--- config.mk ---
export PLATFORM = sky130hd
export DESIGN_NAME = beam_break_interval_timer_unit_flat
export DESIGN_NICKNAME = d
export VERILOG_FILES = /design/src/rtl/bbit_pkg.sv /design/src/rtl/bbit_in_if.sv /design/src/rtl/bbit_out_if.sv /design/src/rtl/beam_break_interval_timer_unit.sv /design/src/rtl/bbit_front.sv /design/src/rtl/bbit_queue.sv /design/src/rtl/bbit_back.sv /design/src/flat_wrapper.sv
export SDC_FILE = /design/constraint.sdc
export NUM_CORES = 2
export LEC_CHECK = 0
export CORE_MARGIN = 4
export CORE_UTILIZATION = 25
export DETAILED_ROUTE_END_ITERATION = 7
export DONT_BUFFER_PORTS = 1
export PLACE_DENSITY = 0.38
export SYNTH_ARGS = -nofsm -noshare
export SYNTH_HDL_FRONTEND = slang
export SYNTH_SLANG_ARGS = --single-unit
--- constraint.sdc ---
create_clock -name clk -period 14.85 [get_ports clk]
set_input_delay 4.455 -clock clk [delete_from_list [all_inputs] [get_ports clk]]
set_output_delay 4.455 -clock clk [all_outputs]
set_load 0.1 [all_outputs]
--- src/rtl/bbit_pkg.sv ---
package bbit_pkg;

  localparam int TIME_BITS_DEFAULT = 32;
  localparam int ACC_BITS_DEFAULT  = 24;

  localparam int QUEUE_DEPTH = 4;

  localparam int CFG_INDEX_BITS = 3;
  localparam int CFG_DATA_BITS  = 16;

  localparam logic [7:0]  PRESENCE_GAIN_RESET     = 8'd100;
  localparam logic [3:0]  FILTER_SHIFT_RESET      = 4'd10;
  localparam logic [7:0]  HIGH_THRESHOLD_RESET    = 8'd90;
  localparam logic [7:0]  LOW_THRESHOLD_RESET     = 8'd10;
  localparam logic [15:0] LOCKOUT_TICKS_RESET     = 16'd200;
  localparam logic [15:0] SESSION_GAP_TICKS_RESET = 16'd2000;

  localparam logic KIND_DEPART = 1'b0;
  localparam logic KIND_IMPACT = 1'b1;

  typedef enum logic [CFG_INDEX_BITS-1:0] {
    REG_PRESENCE_GAIN     = 3'd0,
    REG_FILTER_SHIFT      = 3'd1,
    REG_HIGH_THRESHOLD    = 3'd2,
    REG_LOW_THRESHOLD     = 3'd3,
    REG_LOCKOUT_TICKS     = 3'd4,
    REG_SESSION_GAP_TICKS = 3'd5
  } reg_index_t;

  typedef struct packed {
    logic [7:0]  presence_gain;
    logic [3:0]  filter_shift;
    logic [7:0]  high_threshold;
    logic [7:0]  low_threshold;
    logic [15:0] lockout_ticks;
    logic [15:0] session_gap_ticks;
  } cfg_t;

  typedef struct packed {
    logic        clear;
    logic        has_event;
    logic        kind;
    logic        over_gap;
    logic [31:0] event_time;
    logic [31:0] interval;
  } entry_t;

endpackage

--- src/rtl/bbit_in_if.sv ---
interface bbit_in_if;
  logic valid;
  logic ready;
  logic tick;
  logic ir_edge;
  logic clear_session;

  modport source (output valid, output tick, output ir_edge, output clear_session,
                  input ready);
  modport sink (input valid, input tick, input ir_edge, input clear_session,
                output ready);
endinterface

--- src/rtl/bbit_out_if.sv ---
interface bbit_out_if;
  logic        valid;
  logic        ready;
  logic        event_kind;
  logic [31:0] event_time;
  logic [31:0] stay_time;
  logic [31:0] bounce_number;
  logic [31:0] air_time;
  logic [31:0] total_air_time;
  logic        new_session;

  modport source (output valid, output event_kind, output event_time, output stay_time,
                  output bounce_number, output air_time, output total_air_time,
                  output new_session, input ready);
  modport sink (input valid, input event_kind, input event_time, input stay_time,
                input bounce_number, input air_time, input total_air_time,
                input new_session, output ready);
endinterface

--- src/rtl/beam_break_interval_timer_unit.sv ---
// Beam-break interval timer. Each input beat is one sample holding a millisecond tick flag,
// an IR edge flag and a session clear flag; a sample yields at most one event beat,
// either a depart (state goes up, with the stay time) or an impact (state goes down,
// with bounce number, air time and running total). A new sample is taken every cycle
// while the queue is not full; the filter, threshold and lockout decision for one sample
// complete in the cycle it is accepted; its event then leaves through a four-entry queue
// and an output register, so input stops only once the output stalls and the queue fills.
// Configuration registers are written by index and should change only while no events
// are pending.
module beam_break_interval_timer_unit #(
  parameter int TIME_BITS = bbit_pkg::TIME_BITS_DEFAULT,
  parameter int ACC_BITS  = bbit_pkg::ACC_BITS_DEFAULT
) (
  input  logic                               clk,
  input  logic                               rst,
  input  logic                               cfg_write,
  input  logic [bbit_pkg::CFG_INDEX_BITS-1:0] cfg_index,
  input  logic [bbit_pkg::CFG_DATA_BITS-1:0]  cfg_data,
  bbit_in_if.sink                            in_ch,
  bbit_out_if.source                         out_ch
);

  bbit_pkg::cfg_t   cfg;
  logic             push;
  bbit_pkg::entry_t push_entry;
  logic             full;
  logic             pop;
  bbit_pkg::entry_t head;
  logic             head_valid;

  always_ff @(posedge clk) begin
    if (rst) begin
      cfg.presence_gain     <= bbit_pkg::PRESENCE_GAIN_RESET;
      cfg.filter_shift      <= bbit_pkg::FILTER_SHIFT_RESET;
      cfg.high_threshold    <= bbit_pkg::HIGH_THRESHOLD_RESET;
      cfg.low_threshold     <= bbit_pkg::LOW_THRESHOLD_RESET;
      cfg.lockout_ticks     <= bbit_pkg::LOCKOUT_TICKS_RESET;
      cfg.session_gap_ticks <= bbit_pkg::SESSION_GAP_TICKS_RESET;
    end else if (cfg_write) begin
      case (bbit_pkg::reg_index_t'(cfg_index))
        bbit_pkg::REG_PRESENCE_GAIN:     cfg.presence_gain     <= cfg_data[7:0];
        bbit_pkg::REG_FILTER_SHIFT:      cfg.filter_shift      <= cfg_data[3:0];
        bbit_pkg::REG_HIGH_THRESHOLD:    cfg.high_threshold    <= cfg_data[7:0];
        bbit_pkg::REG_LOW_THRESHOLD:     cfg.low_threshold     <= cfg_data[7:0];
        bbit_pkg::REG_LOCKOUT_TICKS:     cfg.lockout_ticks     <= cfg_data[15:0];
        bbit_pkg::REG_SESSION_GAP_TICKS: cfg.session_gap_ticks <= cfg_data[15:0];
        default: begin
        end
      endcase
    end
  end

  bbit_front #(
    .TIME_BITS(TIME_BITS),
    .ACC_BITS (ACC_BITS)
  ) u_front (
    .clk  (clk),
    .rst  (rst),
    .cfg  (cfg),
    .in_ch(in_ch),
    .push (push),
    .entry(push_entry),
    .full (full)
  );

  bbit_queue u_queue (
    .clk       (clk),
    .rst       (rst),
    .push      (push),
    .push_entry(push_entry),
    .full      (full),
    .pop       (pop),
    .head      (head),
    .head_valid(head_valid)
  );

  bbit_back u_back (
    .clk       (clk),
    .rst       (rst),
    .head      (head),
    .head_valid(head_valid),
    .pop       (pop),
    .out_ch    (out_ch)
  );

endmodule

--- src/rtl/bbit_front.sv ---
module bbit_front #(
  parameter int TIME_BITS = bbit_pkg::TIME_BITS_DEFAULT,
  parameter int ACC_BITS  = bbit_pkg::ACC_BITS_DEFAULT
) (
  input  logic             clk,
  input  logic             rst,
  input  bbit_pkg::cfg_t   cfg,
  bbit_in_if.sink          in_ch,
  output logic             push,
  output bbit_pkg::entry_t entry,
  input  logic             full
);

  logic [TIME_BITS-1:0] tick_count;
  logic [TIME_BITS-1:0] last_ir_tick;
  logic [ACC_BITS-1:0]  integrator;
  logic                 is_up;
  logic [TIME_BITS-1:0] depart_stamp;
  logic [TIME_BITS-1:0] impact_stamp;

  logic                 accept;
  logic [TIME_BITS-1:0] now;
  logic [TIME_BITS-1:0] last_ir_tick_next;
  logic [TIME_BITS-1:0] since_ir;
  logic                 present;
  logic [ACC_BITS-1:0]  level;
  logic [ACC_BITS:0]    acc_sum;
  logic [ACC_BITS-1:0]  integrator_next;
  logic [TIME_BITS-1:0] since_impact;
  logic [TIME_BITS-1:0] since_depart;
  logic [TIME_BITS-1:0] lockout;
  logic                 unlocked;
  logic                 above_high;
  logic                 below_low;
  logic                 go_up;
  logic                 go_down;
  logic [TIME_BITS-1:0] interval;

  assign in_ch.ready = !full;
  assign accept      = in_ch.valid && !full;

  always_comb begin
    now               = in_ch.tick ? tick_count + TIME_BITS'(1) : tick_count;
    last_ir_tick_next = in_ch.ir_edge ? now : last_ir_tick;
    since_ir          = now - last_ir_tick_next;
    present           = since_ir <= TIME_BITS'(1);
    level             = integrator >> cfg.filter_shift;
    acc_sum           = {1'b0, integrator}
                      + (present ? (ACC_BITS+1)'(cfg.presence_gain) : '0)
                      - {1'b0, level};
    integrator_next   = acc_sum[ACC_BITS] ? '1 : acc_sum[ACC_BITS-1:0];
    since_impact      = now - impact_stamp;
    since_depart      = now - depart_stamp;
    lockout           = TIME_BITS'(cfg.lockout_ticks);
    unlocked          = (since_impact > lockout) && (since_depart > lockout);
    above_high        = level > ACC_BITS'(cfg.high_threshold);
    below_low         = level < ACC_BITS'(cfg.low_threshold);
    go_up             = above_high && unlocked && !is_up;
    go_down           = !above_high && below_low && unlocked && is_up;
    interval          = go_up ? since_impact : since_depart;
  end

  always_comb begin
    entry.clear      = in_ch.clear_session;
    entry.has_event  = go_up || go_down;
    entry.kind       = go_down ? bbit_pkg::KIND_IMPACT : bbit_pkg::KIND_DEPART;
    entry.over_gap   = interval > TIME_BITS'(cfg.session_gap_ticks);
    entry.event_time = 32'(now);
    entry.interval   = 32'(interval);
    push             = accept && (in_ch.clear_session || go_up || go_down);
  end

  always_ff @(posedge clk) begin
    if (rst) begin
      tick_count   <= '0;
      last_ir_tick <= '0;
      integrator   <= '0;
      is_up        <= 1'b0;
      depart_stamp <= '0;
      impact_stamp <= '0;
    end else if (accept) begin
      tick_count   <= now;
      last_ir_tick <= last_ir_tick_next;
      integrator   <= integrator_next;
      if (go_up) begin
        is_up        <= 1'b1;
        depart_stamp <= now;
      end
      if (go_down) begin
        is_up        <= 1'b0;
        impact_stamp <= now;
      end
    end
  end

endmodule

--- src/rtl/bbit_queue.sv ---
module bbit_queue (
  input  logic             clk,
  input  logic             rst,
  input  logic             push,
  input  bbit_pkg::entry_t push_entry,
  output logic             full,
  input  logic             pop,
  output bbit_pkg::entry_t head,
  output logic             head_valid
);

  localparam int DEPTH      = bbit_pkg::QUEUE_DEPTH;
  localparam int PTR_BITS   = (DEPTH > 1) ? $clog2(DEPTH) : 1;
  localparam int COUNT_BITS = $clog2(DEPTH + 1);

  bbit_pkg::entry_t       slots [DEPTH];
  logic [PTR_BITS-1:0]    wr_ptr;
  logic [PTR_BITS-1:0]    rd_ptr;
  logic [COUNT_BITS-1:0]  count;

  assign full       = count == COUNT_BITS'(DEPTH);
  assign head_valid = count != '0;
  assign head       = slots[rd_ptr];

  always_ff @(posedge clk) begin
    if (push) begin
      slots[wr_ptr] <= push_entry;
    end
  end

  always_ff @(posedge clk) begin
    if (rst) begin
      wr_ptr <= '0;
      rd_ptr <= '0;
      count  <= '0;
    end else begin
      if (push) begin
        wr_ptr <= (wr_ptr == PTR_BITS'(DEPTH - 1)) ? '0 : wr_ptr + PTR_BITS'(1);
      end
      if (pop) begin
        rd_ptr <= (rd_ptr == PTR_BITS'(DEPTH - 1)) ? '0 : rd_ptr + PTR_BITS'(1);
      end
      if (push && !pop) begin
        count <= count + COUNT_BITS'(1);
      end else if (pop && !push) begin
        count <= count - COUNT_BITS'(1);
      end
    end
  end

endmodule

--- src/rtl/bbit_back.sv ---
module bbit_back (
  input  logic             clk,
  input  logic             rst,
  input  bbit_pkg::entry_t head,
  input  logic             head_valid,
  output logic             pop,
  bbit_out_if.source       out_ch
);

  logic [31:0] air_sum;
  logic [31:0] bounce_counter;

  logic        load_ok;
  logic [31:0] bounce_base;
  logic [31:0] sum_base;
  logic [31:0] bounce_report;
  logic [31:0] sum_report;
  logic [31:0] bounce_counter_next;
  logic [31:0] air_sum_next;

  logic        valid;
  logic        kind;
  logic [31:0] event_time;
  logic [31:0] stay_time;
  logic [31:0] bounce_number;
  logic [31:0] air_time;
  logic [31:0] total_air_time;
  logic        new_session;

  assign load_ok = !valid || out_ch.ready;
  assign pop     = head_valid && (!head.has_event || load_ok);

  always_comb begin
    bounce_base = head.clear ? 32'd1 : bounce_counter;
    sum_base    = head.clear ? 32'd0 : air_sum;
    if (!head.has_event) begin
      bounce_report = bounce_base;
      sum_report    = sum_base;
    end else if (head.kind == bbit_pkg::KIND_IMPACT) begin
      bounce_report = head.over_gap ? 32'd1 : bounce_base;
      sum_report    = head.over_gap ? 32'd0 : sum_base + head.interval;
    end else begin
      bounce_report = head.over_gap ? 32'd1 : bounce_base;
      sum_report    = head.over_gap ? 32'd0 : sum_base;
    end
    if (head.has_event && head.kind == bbit_pkg::KIND_IMPACT) begin
      bounce_counter_next = bounce_report + 32'd1;
    end else begin
      bounce_counter_next = bounce_report;
    end
    air_sum_next = sum_report;
  end

  always_ff @(posedge clk) begin
    if (rst) begin
      air_sum        <= '0;
      bounce_counter <= '0;
    end else if (pop) begin
      air_sum        <= air_sum_next;
      bounce_counter <= bounce_counter_next;
    end
  end

  always_ff @(posedge clk) begin
    if (rst) begin
      valid <= 1'b0;
    end else if (load_ok) begin
      valid <= pop && head.has_event;
    end
  end

  always_ff @(posedge clk) begin
    if (load_ok && pop && head.has_event) begin
      kind           <= head.kind;
      event_time     <= head.event_time;
      stay_time      <= (head.kind == bbit_pkg::KIND_DEPART) ? head.interval : 32'd0;
      air_time       <= (head.kind == bbit_pkg::KIND_IMPACT) ? head.interval : 32'd0;
      bounce_number  <= bounce_report;
      total_air_time <= sum_report;
      new_session    <= head.over_gap;
    end
  end

  assign out_ch.valid          = valid;
  assign out_ch.event_kind     = kind;
  assign out_ch.event_time     = event_time;
  assign out_ch.stay_time      = stay_time;
  assign out_ch.bounce_number  = bounce_number;
  assign out_ch.air_time       = air_time;
  assign out_ch.total_air_time = total_air_time;
  assign out_ch.new_session    = new_session;

endmodule
--- src/flat_wrapper.sv ---
// flat-port wrapper written by rule: the top's interface ports become plain ports
module beam_break_interval_timer_unit_flat 
#(
  parameter int TIME_BITS = bbit_pkg::TIME_BITS_DEFAULT,
  parameter int ACC_BITS  = bbit_pkg::ACC_BITS_DEFAULT
)
  (clk, rst, cfg_write, cfg_index, cfg_data, in_ch_valid, in_ch_tick, in_ch_ir_edge, in_ch_clear_session, in_ch_ready, out_ch_valid, out_ch_event_kind, out_ch_event_time, out_ch_stay_time, out_ch_bounce_number, out_ch_air_time, out_ch_total_air_time, out_ch_new_session, out_ch_ready);
  bbit_in_if in_ch_i ();
  bbit_out_if out_ch_i ();
  input  logic clk;
  input  logic rst;
  input  logic cfg_write;
  input  logic [bbit_pkg::CFG_INDEX_BITS-1:0] cfg_index;
  input  logic [bbit_pkg::CFG_DATA_BITS-1:0] cfg_data;
  input wire logic [$bits(in_ch_i.valid)-1:0] in_ch_valid;
  input wire logic [$bits(in_ch_i.tick)-1:0] in_ch_tick;
  input wire logic [$bits(in_ch_i.ir_edge)-1:0] in_ch_ir_edge;
  input wire logic [$bits(in_ch_i.clear_session)-1:0] in_ch_clear_session;
  output wire logic [$bits(in_ch_i.ready)-1:0] in_ch_ready;
  output wire logic [$bits(out_ch_i.valid)-1:0] out_ch_valid;
  output wire logic [$bits(out_ch_i.event_kind)-1:0] out_ch_event_kind;
  output wire logic [$bits(out_ch_i.event_time)-1:0] out_ch_event_time;
  output wire logic [$bits(out_ch_i.stay_time)-1:0] out_ch_stay_time;
  output wire logic [$bits(out_ch_i.bounce_number)-1:0] out_ch_bounce_number;
  output wire logic [$bits(out_ch_i.air_time)-1:0] out_ch_air_time;
  output wire logic [$bits(out_ch_i.total_air_time)-1:0] out_ch_total_air_time;
  output wire logic [$bits(out_ch_i.new_session)-1:0] out_ch_new_session;
  input wire logic [$bits(out_ch_i.ready)-1:0] out_ch_ready;
  assign in_ch_i.valid = in_ch_valid;
  assign in_ch_i.tick = in_ch_tick;
  assign in_ch_i.ir_edge = in_ch_ir_edge;
  assign in_ch_i.clear_session = in_ch_clear_session;
  assign in_ch_ready = in_ch_i.ready;
  assign out_ch_valid = out_ch_i.valid;
  assign out_ch_event_kind = out_ch_i.event_kind;
  assign out_ch_event_time = out_ch_i.event_time;
  assign out_ch_stay_time = out_ch_i.stay_time;
  assign out_ch_bounce_number = out_ch_i.bounce_number;
  assign out_ch_air_time = out_ch_i.air_time;
  assign out_ch_total_air_time = out_ch_i.total_air_time;
  assign out_ch_new_session = out_ch_i.new_session;
  assign out_ch_i.ready = out_ch_ready;
  beam_break_interval_timer_unit #(.TIME_BITS(TIME_BITS), .ACC_BITS(ACC_BITS)) u_core (.clk(clk), .rst(rst), .cfg_write(cfg_write), .cfg_index(cfg_index), .cfg_data(cfg_data), .in_ch(in_ch_i), .out_ch(out_ch_i));
endmodule
==> reports/qor.yml <==
gr-total-overflow: 0
power_mw: 10.8
end_kind: "flop"
fillers: 16500
drtPass1Iterations: 5
cp_slowest_cell: "or4_1"
clock-skew-final_ns: 0.0415
cp.arrival_ns: 14.00
port_buffers: 0
antenna_found_initial: 6
synth-edff-count: 434
grt_pass1_wl_um: 191000
cts_tree: "built"
netlist_instances: 3910
ys_warn_count: 0
yosys.cell_types.count: 109
fin_nets: 4114
period_needed_ns: 13.42
drtIter0Drc: 1906
syn-num-nets: 4151
wl_per_cell_um: 21.2
final_cell_mix: "edfxtp_1 (434), nor2_1 (405), nand2_1 (328), dfxtp_1 (285), a21oi_1 (244)"
drive_above_1_share_pct: 9.95
register_area_um2: 18800
cts_hold_buf: 0
design_area_um2: 45300
post_cts_buffers: 0
clockBufferDepth: 3
hold_viol: 0
synth_top_area_cell: "edfxtp_1"
drc: 0
grt_pass1_vias: 28800
status: "finished, final reports clean"
rsz0062_at_grt: "no"
viasPerCell: 4.82
p_sw_mw: 5.20
fin_tns_setup_ns: 0
clkSinkCount: 721
critical_path.startpoint_type: "primary input"
path_delay_family: "compound AO/OA/AOI/OAI gates"
grt_use_total_pct: 15.0
multi_input_area_um2: 19600
core_um2: 159000
cts_resized: 0
max-vdd-ir-drop_mv: 0.142
layout_commonest_cell: "edfxtp_1"
maxCapViolations: 0
grt_max_degree: 250
final_util_pct: 28.6
setup_viol: 0
combPwrFrac_pct: 34.2
p_clk_share_pct: 21.0
p_per_area_nw_per_um2: 237
slowest_delay_ns: 0.60
crit_buf_inv: 4
htreeDepth: 3
ys_ff_latch: 721
insertion_delay_ns: 0.71
ys_seq_area_share_pct: 47.0
dp_hpwl_um: 91100
gp_congestion: 0.821
synthArstFlopShare_pct: 0
via_count: 29000
netSwitchingFraction_pct: 48.4
cts_buffers: 88
ant_nets: 0
synth_top_area_share_pct: 32.6
die_y_um: 408
start_util_pct: 25.2
area_delta_synth_final_pct: 13.4
cp_max_fo: 24
post-route-period-util_pct: 90.4
fmax_mhz: 74.5
worst_pin_slew_ns: 1.05
slew_viol_final: 0
worstHoldPathType: "reg2reg"
leakagePower_nw: 16.5
rows: 146
required_ns: 15.42
clk_pin_slew_ns: 0.06
dieWidth_um: 408
dieArea_um2: 166000
yosys-top-cells-area: "edfxtp_1 (33%), dfxtp_1 (14%), ha_1 (6.3%)"
ioPinCount: 191
critPathKind: "in2reg"
dpl-instance-area_um2: 42300
syn-cell-area_um2: 40000
wl_um: 128000
internal_power_mw: 5.55
power.share.sequential_pct: 44.7
relSlewSlack_pct: 29.9
avgSynthCellArea_um2: 10.2
ys.flop_type: "edfxtp_1"
clock-root-buffer: "clkbuf_16"
-- per-layer routing --
layer / part of all wire [%] / global-route usage (%) / vias to the layer above / routed length [um]
met3: 4.5 / 2.73 / 123 / 5700
li1: - / - / 14200 / -
met2: 45 / 24.3 / 532 / 58100
met4: 1.5 / 3.28 / 4 / 1970
met1: 48 / 21.0 / 14200 / 61900
met5: 0.018 / 0 / - / 23
-- power by group through the flow --
stage	Sequential [mW]	Clock, mW	Combinational [mW]
after floorplan	4.73	0	2.63
after global placement	4.87	0	3.77
after detailed placement	4.87	0	3.75
after CTS	4.83	2.35	3.77
after global routing	4.87	2.43	4.13
final	4.81	2.26	3.68
-- stage by stage --
stage	setup slack [ns]	hold slack, ns	std cells
floorplan	0.953	0.432	3910
global placement	0.903	0.439	5855
detailed placement	0.717	0.447	5855
CTS	1.43	0.455	6020
global route	0.652	0.470	6020
finish	1.43	0.450	6026
-- cells in the mapped netlist, drive strengths merged, types with 87 or more instances --
master and instances:
xnor2 109, nand2 330, dfxtp 287, o21ai 192, nor3 92, and2 91
clkbuf 143, ha 201, edfxtp 434, inv 220, a211oi 87, nor2 407
a21oi 246
-- worst paths after layout --
path / startpoint / to / slack [ns] / cells after the start
max: in_ch_tick / u_core.u_front.integrator[5]$_SDFFE_PP0P_ / 1.43 / 43
max reg2reg: u_core.u_front.tick_count[1]$_SDFFE_PP0P_ / u_core.u_front.integrator[5]$_SDFFE_PP0P_ / 4.38 / 44
min: u_core.u_back.air_sum[2]$_SDFFE_PP0P_ / u_core.u_back.air_sum[2]$_SDFFE_PP0P_ / 0.45 / 2
min reg2reg: u_core.u_back.air_sum[2]$_SDFFE_PP0P_ / u_core.u_back.air_sum[2]$_SDFFE_PP0P_ / 0.45 / 2
-- sequential cells by signal, indices dropped and copies added, names as in the netlist, 2 cells and up, named ones only --
signal	flops
u_core.u_back.out_ch.air_time	32
u_core.u_back.out_ch.bounce_number	32
u_core.u_front.depart_stamp	32
u_core.u_queue.count	3
u_core.u_back.out_ch.stay_time	32
u_core.u_back.air_sum	32
u_core.u_queue.rd_ptr	2
u_core.u_front.tick_count	32
u_core.u_queue.wr_ptr	2
u_core.u_back.bounce_counter	32
u_core.u_front.impact_stamp	32
u_core.u_back.out_ch.event_time	32
u_core.u_back.out_ch.total_air_time	32
u_core.cfg	60
u_core.u_front.integrator	24
u_core.u_queue.slots	272
u_core.u_front.last_ir_tick	32
-- kinds of logic after synthesis --
group,after synthesis,share of synthesized area [%]
simple gates,1293,15.6
compound gates,884,14.5
flops,721,47.0
buf+inv,415,4.17
fa+ha+maj,234,7.45
mux,182,7.01
xor+xnor,181,4.28
-- cell type report --
| class | instances | share of cell area [%] |
|---|---|---|
| Multi-Input combinational cell | 2774 | 43.2 |
| Sequential cell | 721 | 41.5 |
| Tap cell | 2072 | 5.72 |
| Clock buffer | 113 | 5.22 |
| Inverter | 222 | 1.84 |
| Clock inverter | 52 | 1.42 |
| Timing Repair Buffer | 66 | 1.12 |
| Antenna cell | 6 | 0.0331 |
-- worst reg2reg max path: cells and delay by family (launching register included) --
family,cells,cell delay [ns]
buffers and inverters,4,0.56
AOI/OAI and AO/OA,18,4.02
DFF,1,0.54
xor gates and xnor gates,2,0.44
and+or+nand+nor,16,3.09
adders and majority gates,4,1.69
Note: power is estimated with default switching activity, not from simulation.
